--- src/hw/rtl/kmp_pkg.sv ---
// Shared constants for the streaming KMP substring search block.
// Used by the channel interfaces, the top level and the checker; depends on nothing else.
package kmp_pkg;

    localparam int PAT_MAX = 64;
    localparam int ADDR_W  = $clog2(PAT_MAX);
    localparam int LEN_W   = $clog2(PAT_MAX + 1);
    localparam int POS_W   = 32;
    localparam int BYTE_W  = 8;

    localparam logic OP_PATTERN = 1'b0;
    localparam logic OP_TEXT    = 1'b1;

endpackage

--- src/hw/rtl/kmp_if.sv ---
// Valid/ready channel interfaces for the KMP search block.
// Depends on kmp_pkg for the byte and position widths.
interface kmp_byte_if;
    import kmp_pkg::*;

    logic              valid;
    logic              ready;
    logic              op;
    logic [BYTE_W-1:0] data;
    logic              last;

    modport source (output valid, output op, output data, output last, input ready);
    modport sink   (input valid, input op, input data, input last, output ready);
endinterface

interface kmp_result_if;
    import kmp_pkg::*;

    logic             valid;
    logic             ready;
    logic             found;
    logic [POS_W-1:0] position;
    logic             truncated;

    modport source (output valid, output found, output position, output truncated,
                    input ready);
    modport sink   (input valid, input found, input position, input truncated,
                    output ready);
endinterface

--- src/hw/rtl/kmp_ram.sv ---
// Generic single-write, single-read RAM with a registered read port.
// Stand-alone; holds the pattern bytes and the failure table.
module kmp_ram #(
    parameter int WIDTH = 8,
    parameter int DEPTH = 64
) (
    input  logic                     clk,
    input  logic                     wr_en,
    input  logic [$clog2(DEPTH)-1:0] wr_addr,
    input  logic [WIDTH-1:0]         wr_data,
    input  logic [$clog2(DEPTH)-1:0] rd_addr,
    output logic [WIDTH-1:0]         rd_data
);

    logic [WIDTH-1:0] mem [DEPTH];

    always_ff @(posedge clk)
    begin
        if (wr_en)
        begin
            mem[wr_addr] <= wr_data;
        end
        rd_data <= mem[rd_addr];
    end

endmodule

--- src/hw/rtl/kmp_substring_search.sv ---
// Top level of the streaming Knuth-Morris-Pratt substring search.
// Depends on kmp_pkg, the channel interfaces in kmp_if and kmp_ram.
//
// Usage: items arrive on byte_ch. An item with op = 0 is a pattern byte; the
// pattern ends with last = 1. The failure table entry for each pattern byte is
// built as the byte arrives. Items with op = 1 are text bytes, and the text
// ends with last = 1. The first occurrence of the pattern in the text gives
// one result item on result_ch with found = 1 and its zero-based start offset.
// Text after a match is ignored until the last text byte. If the text ends
// without a match, the last text byte gives found = 0 and position 0. The
// truncated bit tells that the pattern was longer than PAT_MAX bytes and cut.
//
// Flow: a pattern byte that is the first byte or is dropped is handled in
// S_IDLE alone. Any other pattern byte, and a searched text byte, goes
// through S_CMP, and each KMP fallback adds a pass through S_FALL and back.
// A searched text byte that produces a result then goes through S_EMIT. A
// text byte after a match or with an empty pattern is handled in S_IDLE
// alone, or goes to S_EMIT when it is the last byte and reports not found.
// Each fallback is a round trip through the registered reads of the failure
// table RAM and the pattern RAM. Fallbacks never outnumber advances.
// byte_ch.ready is low while a byte is in work. Results sit in an output
// register, so new bytes are taken while a result waits; only a byte that
// produces a second result waits until the first one is taken. Reset clears
// all control state; the RAMs hold no meaning until a pattern is loaded.
module kmp_substring_search
    import kmp_pkg::*;
(
    input  logic                clk,
    input  logic                rst_n,
    kmp_byte_if.sink            byte_ch,
    kmp_result_if.source        result_ch
);

    localparam logic [1:0] S_IDLE = 2'd0;
    localparam logic [1:0] S_CMP  = 2'd1;
    localparam logic [1:0] S_FALL = 2'd2;
    localparam logic [1:0] S_EMIT = 2'd3;

    logic [1:0]       state_reg, state_next;
    logic [LEN_W-1:0] len_reg, len_next;
    logic [LEN_W-1:0] prefix_reg, prefix_next;
    logic [LEN_W-1:0] match_reg, match_next;
    logic [LEN_W-1:0] ptr_reg, ptr_next;
    logic [LEN_W-1:0] idx_reg, idx_next;
    logic [POS_W-1:0] count_reg, count_next;
    logic             reported_reg, reported_next;
    logic             overflow_reg, overflow_next;
    logic             loading_reg, loading_next;

    // Byte under work.
    logic [BYTE_W-1:0] byte_reg, byte_next;
    logic              op_reg, op_next;
    logic              last_reg, last_next;

    // Pending result and output register.
    logic             res_found_reg, res_found_next;
    logic [POS_W-1:0] res_pos_reg, res_pos_next;
    logic             out_valid_reg, out_valid_next;
    logic             out_found_reg, out_found_next;
    logic [POS_W-1:0] out_pos_reg, out_pos_next;
    logic             out_trunc_reg, out_trunc_next;

    // RAM ports.
    logic              pat_wr_en;
    logic [ADDR_W-1:0] pat_wr_addr;
    logic [ADDR_W-1:0] pat_rd_addr;
    logic [BYTE_W-1:0] pat_rd_data;
    logic              fail_wr_en;
    logic [ADDR_W-1:0] fail_wr_addr;
    logic [LEN_W-1:0]  fail_wr_data;
    logic [ADDR_W-1:0] fail_rd_addr;
    logic [LEN_W-1:0]  fail_rd_data;

    logic             accept;
    logic             slot_free;
    logic [LEN_W-1:0] new_k;
    logic [LEN_W-1:0] load_idx;

    kmp_ram #(.WIDTH(BYTE_W), .DEPTH(PAT_MAX)) u_pat_ram (
        .clk     (clk),
        .wr_en   (pat_wr_en),
        .wr_addr (pat_wr_addr),
        .wr_data (byte_ch.data),
        .rd_addr (pat_rd_addr),
        .rd_data (pat_rd_data)
    );

    kmp_ram #(.WIDTH(LEN_W), .DEPTH(PAT_MAX)) u_fail_ram (
        .clk     (clk),
        .wr_en   (fail_wr_en),
        .wr_addr (fail_wr_addr),
        .wr_data (fail_wr_data),
        .rd_addr (fail_rd_addr),
        .rd_data (fail_rd_data)
    );

    assign byte_ch.ready      = (state_reg == S_IDLE);
    assign accept             = byte_ch.valid && byte_ch.ready;
    assign slot_free          = !out_valid_reg || result_ch.ready;
    assign result_ch.valid    = out_valid_reg;
    assign result_ch.found    = out_found_reg;
    assign result_ch.position = out_pos_reg;
    assign result_ch.truncated = out_trunc_reg;

    // A pattern byte that opens a new pattern lands at index zero.
    assign load_idx = loading_reg ? len_reg : '0;
    // The shared compare step: advance the pointer on a byte match.
    assign new_k    = (pat_rd_data == byte_reg) ? ptr_reg + LEN_W'(1) : ptr_reg;

    always_comb
    begin
        state_next     = state_reg;
        len_next       = len_reg;
        prefix_next    = prefix_reg;
        match_next     = match_reg;
        ptr_next       = ptr_reg;
        idx_next       = idx_reg;
        count_next     = count_reg;
        reported_next  = reported_reg;
        overflow_next  = overflow_reg;
        loading_next   = loading_reg;
        byte_next      = byte_reg;
        op_next        = op_reg;
        last_next      = last_reg;
        res_found_next = res_found_reg;
        res_pos_next   = res_pos_reg;
        out_valid_next = out_valid_reg;
        out_found_next = out_found_reg;
        out_pos_next   = out_pos_reg;
        out_trunc_next = out_trunc_reg;

        pat_wr_en    = 1'b0;
        pat_wr_addr  = load_idx[ADDR_W-1:0];
        pat_rd_addr  = ptr_reg[ADDR_W-1:0];
        fail_wr_en   = 1'b0;
        fail_wr_addr = idx_reg[ADDR_W-1:0];
        fail_wr_data = new_k;
        fail_rd_addr = ptr_reg[ADDR_W-1:0] - ADDR_W'(1);

        if (out_valid_reg && result_ch.ready)
        begin
            out_valid_next = 1'b0;
        end

        case (state_reg)
            S_IDLE:
            begin
                if (accept)
                begin
                    byte_next = byte_ch.data;
                    op_next   = byte_ch.op;
                    last_next = byte_ch.last;
                    if (byte_ch.op == OP_PATTERN)
                    begin
                        if (!loading_reg)
                        begin
                            overflow_next = 1'b0;
                            match_next    = '0;
                            count_next    = '0;
                            reported_next = 1'b0;
                        end
                        loading_next = !byte_ch.last;
                        if (load_idx == LEN_W'(PAT_MAX))
                        begin
                            overflow_next = 1'b1;
                        end
                        else if (load_idx == '0)
                        begin
                            pat_wr_en    = 1'b1;
                            fail_wr_en   = 1'b1;
                            fail_wr_addr = '0;
                            fail_wr_data = '0;
                            prefix_next  = '0;
                            len_next     = LEN_W'(1);
                        end
                        else
                        begin
                            pat_wr_en   = 1'b1;
                            idx_next    = load_idx;
                            ptr_next    = prefix_reg;
                            pat_rd_addr = prefix_reg[ADDR_W-1:0];
                            state_next  = S_CMP;
                        end
                    end
                    else
                    begin
                        loading_next = 1'b0;
                        if (!reported_reg && len_reg != '0)
                        begin
                            ptr_next    = match_reg;
                            pat_rd_addr = match_reg[ADDR_W-1:0];
                            state_next  = S_CMP;
                        end
                        else if (byte_ch.last)
                        begin
                            // Text ends with no search running.
                            if (!reported_reg)
                            begin
                                res_found_next = 1'b0;
                                res_pos_next   = '0;
                                state_next     = S_EMIT;
                            end
                            match_next    = '0;
                            count_next    = '0;
                            reported_next = 1'b0;
                        end
                    end
                end
            end

            S_CMP:
            begin
                if (ptr_reg != '0 && pat_rd_data != byte_reg)
                begin
                    state_next = S_FALL;
                end
                else if (op_reg == OP_PATTERN)
                begin
                    fail_wr_en  = 1'b1;
                    prefix_next = new_k;
                    len_next    = idx_reg + LEN_W'(1);
                    state_next  = S_IDLE;
                end
                else
                begin
                    match_next = new_k;
                    state_next = S_IDLE;
                    if (count_reg != '1)
                    begin
                        count_next = count_reg + POS_W'(1);
                    end
                    if (new_k >= len_reg)
                    begin
                        reported_next  = 1'b1;
                        match_next     = '0;
                        res_found_next = 1'b1;
                        res_pos_next   = count_reg - POS_W'(len_reg) + POS_W'(1);
                        state_next     = S_EMIT;
                    end
                    else if (last_reg)
                    begin
                        res_found_next = 1'b0;
                        res_pos_next   = '0;
                        state_next     = S_EMIT;
                    end
                    if (last_reg)
                    begin
                        match_next    = '0;
                        count_next    = '0;
                        reported_next = 1'b0;
                    end
                end
            end

            S_FALL:
            begin
                ptr_next    = fail_rd_data;
                pat_rd_addr = fail_rd_data[ADDR_W-1:0];
                state_next  = S_CMP;
            end

            S_EMIT:
            begin
                if (slot_free)
                begin
                    out_valid_next = 1'b1;
                    out_found_next = res_found_reg;
                    out_pos_next   = res_pos_reg;
                    out_trunc_next = overflow_reg;
                    state_next     = S_IDLE;
                end
            end

            default:
            begin
                state_next = S_IDLE;
            end
        endcase
    end

    always_ff @(posedge clk or negedge rst_n)
    begin
        if (!rst_n)
        begin
            state_reg     <= S_IDLE;
            len_reg       <= '0;
            prefix_reg    <= '0;
            match_reg     <= '0;
            ptr_reg       <= '0;
            idx_reg       <= '0;
            count_reg     <= '0;
            reported_reg  <= 1'b0;
            overflow_reg  <= 1'b0;
            loading_reg   <= 1'b0;
            out_valid_reg <= 1'b0;
        end
        else
        begin
            state_reg     <= state_next;
            len_reg       <= len_next;
            prefix_reg    <= prefix_next;
            match_reg     <= match_next;
            ptr_reg       <= ptr_next;
            idx_reg       <= idx_next;
            count_reg     <= count_next;
            reported_reg  <= reported_next;
            overflow_reg  <= overflow_next;
            loading_reg   <= loading_next;
            out_valid_reg <= out_valid_next;
        end
    end

    always_ff @(posedge clk)
    begin
        byte_reg      <= byte_next;
        op_reg        <= op_next;
        last_reg      <= last_next;
        res_found_reg <= res_found_next;
        res_pos_reg   <= res_pos_next;
        out_found_reg <= out_found_next;
        out_pos_reg   <= out_pos_next;
        out_trunc_reg <= out_trunc_next;
    end

endmodule

--- src/flat_wrapper.sv ---
// flat-port wrapper written by rule: the top's interface ports become plain ports
module kmp_substring_search_flat import kmp_pkg::*;
  (clk, rst_n, byte_ch_valid, byte_ch_op, byte_ch_data, byte_ch_last, byte_ch_ready, result_ch_valid, result_ch_found, result_ch_position, result_ch_truncated, result_ch_ready);
  kmp_byte_if byte_ch_i ();
  kmp_result_if result_ch_i ();
  input  logic clk;
  input  logic rst_n;
  input wire logic [$bits(byte_ch_i.valid)-1:0] byte_ch_valid;
  input wire logic [$bits(byte_ch_i.op)-1:0] byte_ch_op;
  input wire logic [$bits(byte_ch_i.data)-1:0] byte_ch_data;
  input wire logic [$bits(byte_ch_i.last)-1:0] byte_ch_last;
  output wire logic [$bits(byte_ch_i.ready)-1:0] byte_ch_ready;
  output wire logic [$bits(result_ch_i.valid)-1:0] result_ch_valid;
  output wire logic [$bits(result_ch_i.found)-1:0] result_ch_found;
  output wire logic [$bits(result_ch_i.position)-1:0] result_ch_position;
  output wire logic [$bits(result_ch_i.truncated)-1:0] result_ch_truncated;
  input wire logic [$bits(result_ch_i.ready)-1:0] result_ch_ready;
  assign byte_ch_i.valid = byte_ch_valid;
  assign byte_ch_i.op = byte_ch_op;
  assign byte_ch_i.data = byte_ch_data;
  assign byte_ch_i.last = byte_ch_last;
  assign byte_ch_ready = byte_ch_i.ready;
  assign result_ch_valid = result_ch_i.valid;
  assign result_ch_found = result_ch_i.found;
  assign result_ch_position = result_ch_i.position;
  assign result_ch_truncated = result_ch_i.truncated;
  assign result_ch_i.ready = result_ch_ready;
  kmp_substring_search u_core (.clk(clk), .rst_n(rst_n), .byte_ch(byte_ch_i), .result_ch(result_ch_i));
endmodule
--- config.mk ---
export PLATFORM = sky130hd
export DESIGN_NAME = kmp_substring_search_flat
export DESIGN_NICKNAME = d
export VERILOG_FILES = /design/src/hw/rtl/kmp_pkg.sv /design/src/hw/rtl/kmp_if.sv /design/src/hw/rtl/kmp_ram.sv /design/src/hw/rtl/kmp_substring_search.sv /design/src/flat_wrapper.sv
export SDC_FILE = /design/constraint.sdc
export NUM_CORES = 2
export LEC_CHECK = 0
export ABC_CLOCK_PERIOD_IN_PS = 7400
export BUFFER_PORTS_ARGS = -buffer_cell sky130_fd_sc_hd__buf_2
export CAP_MARGIN = 5
export CELL_PAD_IN_SITES_DETAIL_PLACEMENT = 1
export CELL_PAD_IN_SITES_GLOBAL_PLACEMENT = 1
export CORE_MARGIN = 10
export CORE_UTILIZATION = 40
export CTS_BUF_LIST = sky130_fd_sc_hd__clkbuf_16
export DETAILED_ROUTE_END_ITERATION = 10
export MAX_ROUTING_LAYER = met4
export PLACE_DENSITY_LB_ADDON = 0.1
export SLEW_MARGIN = 40
export SYNTH_ARGS = -nofsm -noshare
export SYNTH_HDL_FRONTEND = slang
export SYNTH_SLANG_ARGS = --single-unit
--- constraint.sdc ---
create_clock -name clk -period 7.4 [get_ports clk]
set_clock_uncertainty 0.05 [all_clocks]
set_input_delay 0.37 -clock clk [delete_from_list [all_inputs] [get_ports clk]]
set_output_delay 0.37 -clock clk [all_outputs]
set_load 0.05 [all_outputs]
==> run_results.csv <==
group,metric,value,unit
synth,async_reset_ff_share,6.489,%
floorplanning,die_w,362.1,um
worst_setup_path,cp_max_fo,8,
floorplanning,die_h,362.1,um
final_layout,stdcell_count,4680,
route,wl_met1,56.76,mm
clock_tree,clk_pin_slew_worst_paths,0.06,ns
outcome,status,"completed",
synth,synthCells,2987,
route,wl_met2,56.74,mm
synth,synth-adder-area-share,1.994,%
final_layout,fill_cells,11242,
clock_tree,htree_levels,3,
floorplanning,rows,125,
final_layout,largest_reg_flops,512,
synth,synth_common_cells,"1037 x edfxtp_1, 314 x nor2_1, 217 x o21ai_0, 169 x nand2_1, 163 x mux2i_1",
route,top_layer,"met4",
route,ant_nets,0,
flow_run,drv_cap,0,
clock_tree,cts_max_path_buffers,3,
floorplanning,ioPinCount,50,
pwr,peakVddDrop,0.3538,mV
clock_tree,cts_resized,0,
synth,synth_top_area_share,66.52,%
synth,synthesis.nets,3075,
synth,synth_compound_area_share,6.011,%
synth,synthSimpleGateAreaFrac,7.177,%
sta,finalMaxSlewViolations,0,
synth,synth-seq-cells,1125,
grt,grt_pass1_vias,26998,
synth,ys_warn_count,0,
clock_tree,cts_tree,"built",
clock_tree,cts.sinks,1125,
route,routed-wl-met3,6.350,mm
route,first_iter_violations,2066,
final_layout,reg_top3,"u_core.u_pat_ram.mem x512, u_core.u_fail_ram.mem x448",
worst_setup_path,crit_chain,"xor2_1 > nor4_2 > and2_1 > nor2_1 > or2_2 > nor3_1 > nand3b_1 > buf_6 > nor2_1",
worst_setup_path,required,7.69,ns
sta,maxClockFrequency,211.0,MHz
grt,overflow,0,
grt,grt_pass1_wl,182.6,mm
final_layout,fin_nets,3145,
floorplanning,dieArea,131100,um^2
floorplanning,core_area,116200,um^2
worst_setup_path,cp_common_cell,"nor2_1",
grt,track_usage,18.97,%
pwr,power_density,405.4,nW/um^2
sta,period_share,64.05,%
worst_setup_path,critical_path_class,"reg -> reg",
worst_setup_path,path_delay_family,"simple AND/OR/NAND/NOR gates",
pwr,leakagePower,18.18,nW
worst_setup_path,reg2regPathDepth,9,
sta,setup_viol,0,
clock_tree,numCtsBuffers,120,
sta,fin_tns_setup,0,ns
place,portBuffers,49,
final_layout,seq_area,33270,um^2
grt,grt_max_degree,132,
place,place_inst,4455,
place,place.gp.congestion,0.8011,
synth,muxShareOfSynthArea,10.56,%
hold_path,hold_end,"u_core.result_ch.valid",
worst_setup_path,cp_slowest_stage_delay,0.64,ns
clock_tree,insertion_delay,0.73,ns
sta,min_period,4.740,ns
hold_path,min-delay-start,"result_ch_ready",
final_layout,area_delta_synth_final,13.05,%
route,drt-total-wl,122.2,mm
worst_setup_path,worst-path-buf-inv,1,
worst_setup_path,crit_path_end_kind,"register",
synth,yosysSeqAreaShare,71.07,%
clock_tree,root_buffer,"clkbuf_16",
route,wl_per_cell,26.10,um
hold_path,min-delay-path-class,"in -> reg",
sta,worst_pin_slew,0.9308,ns
place,place_hpwl,76.16,mm
final_layout,drive_gt1_share,14.87,%
synth,synth_cell_type_count,76,
worst_setup_path,r2r_slack,2.66,ns
synth,avgSynthCellArea,15.67,um^2
worst_setup_path,r2r-start,"u_core.byte_reg[5]",
grt,antenna_found_initial,11,
synth,synth_area_leaders,"edfxtp_1 67%, mux4_2 7.1%, dfrtp_1 3.9%, mux2i_1 3.5%, nor2_1 2.5%",
hold_path,min_path_cells,3,
route,drc,0,
sta,rsz0062_at_grt,"no",
sta,hold_viol_final,0,
route,viasPerCell,5.535,
worst_setup_path,cp.arrival,5.03,ns
worst_setup_path,startpoint_type,"register",
sta,slew_headroom,37.80,%
synth,syn_area,46810,um^2
synth,synthFlopType,"edfxtp_1",
worst_setup_path,crit_slowest_cell,"nor4_2",
synth,yosysMostFrequentCell,"edfxtp_1",
final_layout,top_register,"u_core.u_pat_ram.mem",
floorplanning,initial_core_util,40.28,%
synth,synth_xor_area_share,1.197,%
synth,synth_top_family_by_area,"multiplexers",
synth,yosysTopAreaCell,"edfxtp_1",
synth,synth_edf_count,1037,
route,first_pass_iters,5,
worst_setup_path,rr_endpoint,"u_core.u_fail_ram.mem[2][5]",
route,vias,25905,
final_layout,multi_input_comb_area,12840,um^2
## power by group
group,internal [mW],leakage [nW],switching [mW],total (mW)
Sequential,7.61,10.5,0.211,7.82
Combinational,2.89,5.72,4.97,7.87
Clock,3.28,1.96,2.49,5.77
## per-layer routing
| metal | GRT usage [%] | vias up |
|---|---|---|
| met4 | 4.647 | 0 |
| met5 | - | - |
| met1 | 26.63 | 13465 |
| met3 | 3.200 | 148 |
| met2 | 28.71 | 627 |
| li1 | - | 11665 |
## what timing repair did
item | 4_1_cts | 5_1_grt
setup buffers | 0 | 0
hold buffers | 4 | 0
hold endpoints to repair | 76 | 0
## worst min-delay path: stages
cell and delay (ns):
buf_2 0.08, nor2b_1 0.13, nand2b_1 0.18
## final cells by class
class	instances	share of cell area, %
clock inverters	99	1.463
diodes	2	0.009457
flip-flops and latches	1125	62.87
multi-input cells	1640	24.26
clock buffers	120	5.674
repair buffers	102	1.634
inverters	68	0.4823
well taps	1524	3.603
## per-stage QoR
stage	utilization [%]	setup slack, ns	hold WS, ns	area [um^2]	power, mW
after floorplan	-	1.028	0.02441	46810	13.10
after global placement	41.98	2.006	0.1610	48780	15.60
after detailed placement	42.20	2.608	0.1648	49040	15.90
after CTS	45.48	2.609	0.02041	52850	21.71
after global routing	45.54	2.338	0.05516	52920	22.55
final	45.54	2.660	0.07270	52920	21.45
## cells in the final DEF (no fill, tap or decap), drive strengths merged, types with 19 or more instances in the layout
cell type	synthesis	final
a21o	19	19
nand2	169	169
a21oi	37	37
o21ai	235	235
nor3	24	24
clkbuf	90	120
xnor2	42	42
mux4	147	147
mux2i	163	163
nor2	314	314
dfrtp	73	73
edfxtp	1037	1037
inv	68	100
nand3	131	131
o22a	33	33
buf	64	98
o31ai	21	21
clkinv	0	56
a41oi	34	34
xor2	22	22
ha	73	73
## cell families after synthesis
family                   count (synthesis)
flip-flops                            1125
AND/OR/NAND/NOR                        745
multiplexers                           310
XOR/XNOR                                64
buffers and inverters                  222
adder cells (fa/ha/maj)                 74
AO/OA/AOI/OAI                          447
## how the worst max path moves through the flow
stage                                  end  depth (start not counted)               start  slack, ns
3_5_place_dp   u_core.u_pat_ram.rd_data[1]                         10   u_core.len_reg[5]       2.61
6_report       u_core.u_fail_ram.mem[2][5]                          9  u_core.byte_reg[5]       2.66
3_3_place_gp        u_core.res_pos_reg[29]                         12   u_core.ptr_reg[0]       2.01
2_1_floorplan         u_core.res_found_reg                         18   u_core.ptr_reg[0]       1.03
5_1_grt        u_core.u_pat_ram.rd_data[1]                         10   u_core.len_reg[5]       2.34
4_1_cts        u_core.u_pat_ram.rd_data[1]                         10   u_core.len_reg[5]       2.61
No activity file was read; power rests on OpenSTA's default activity.
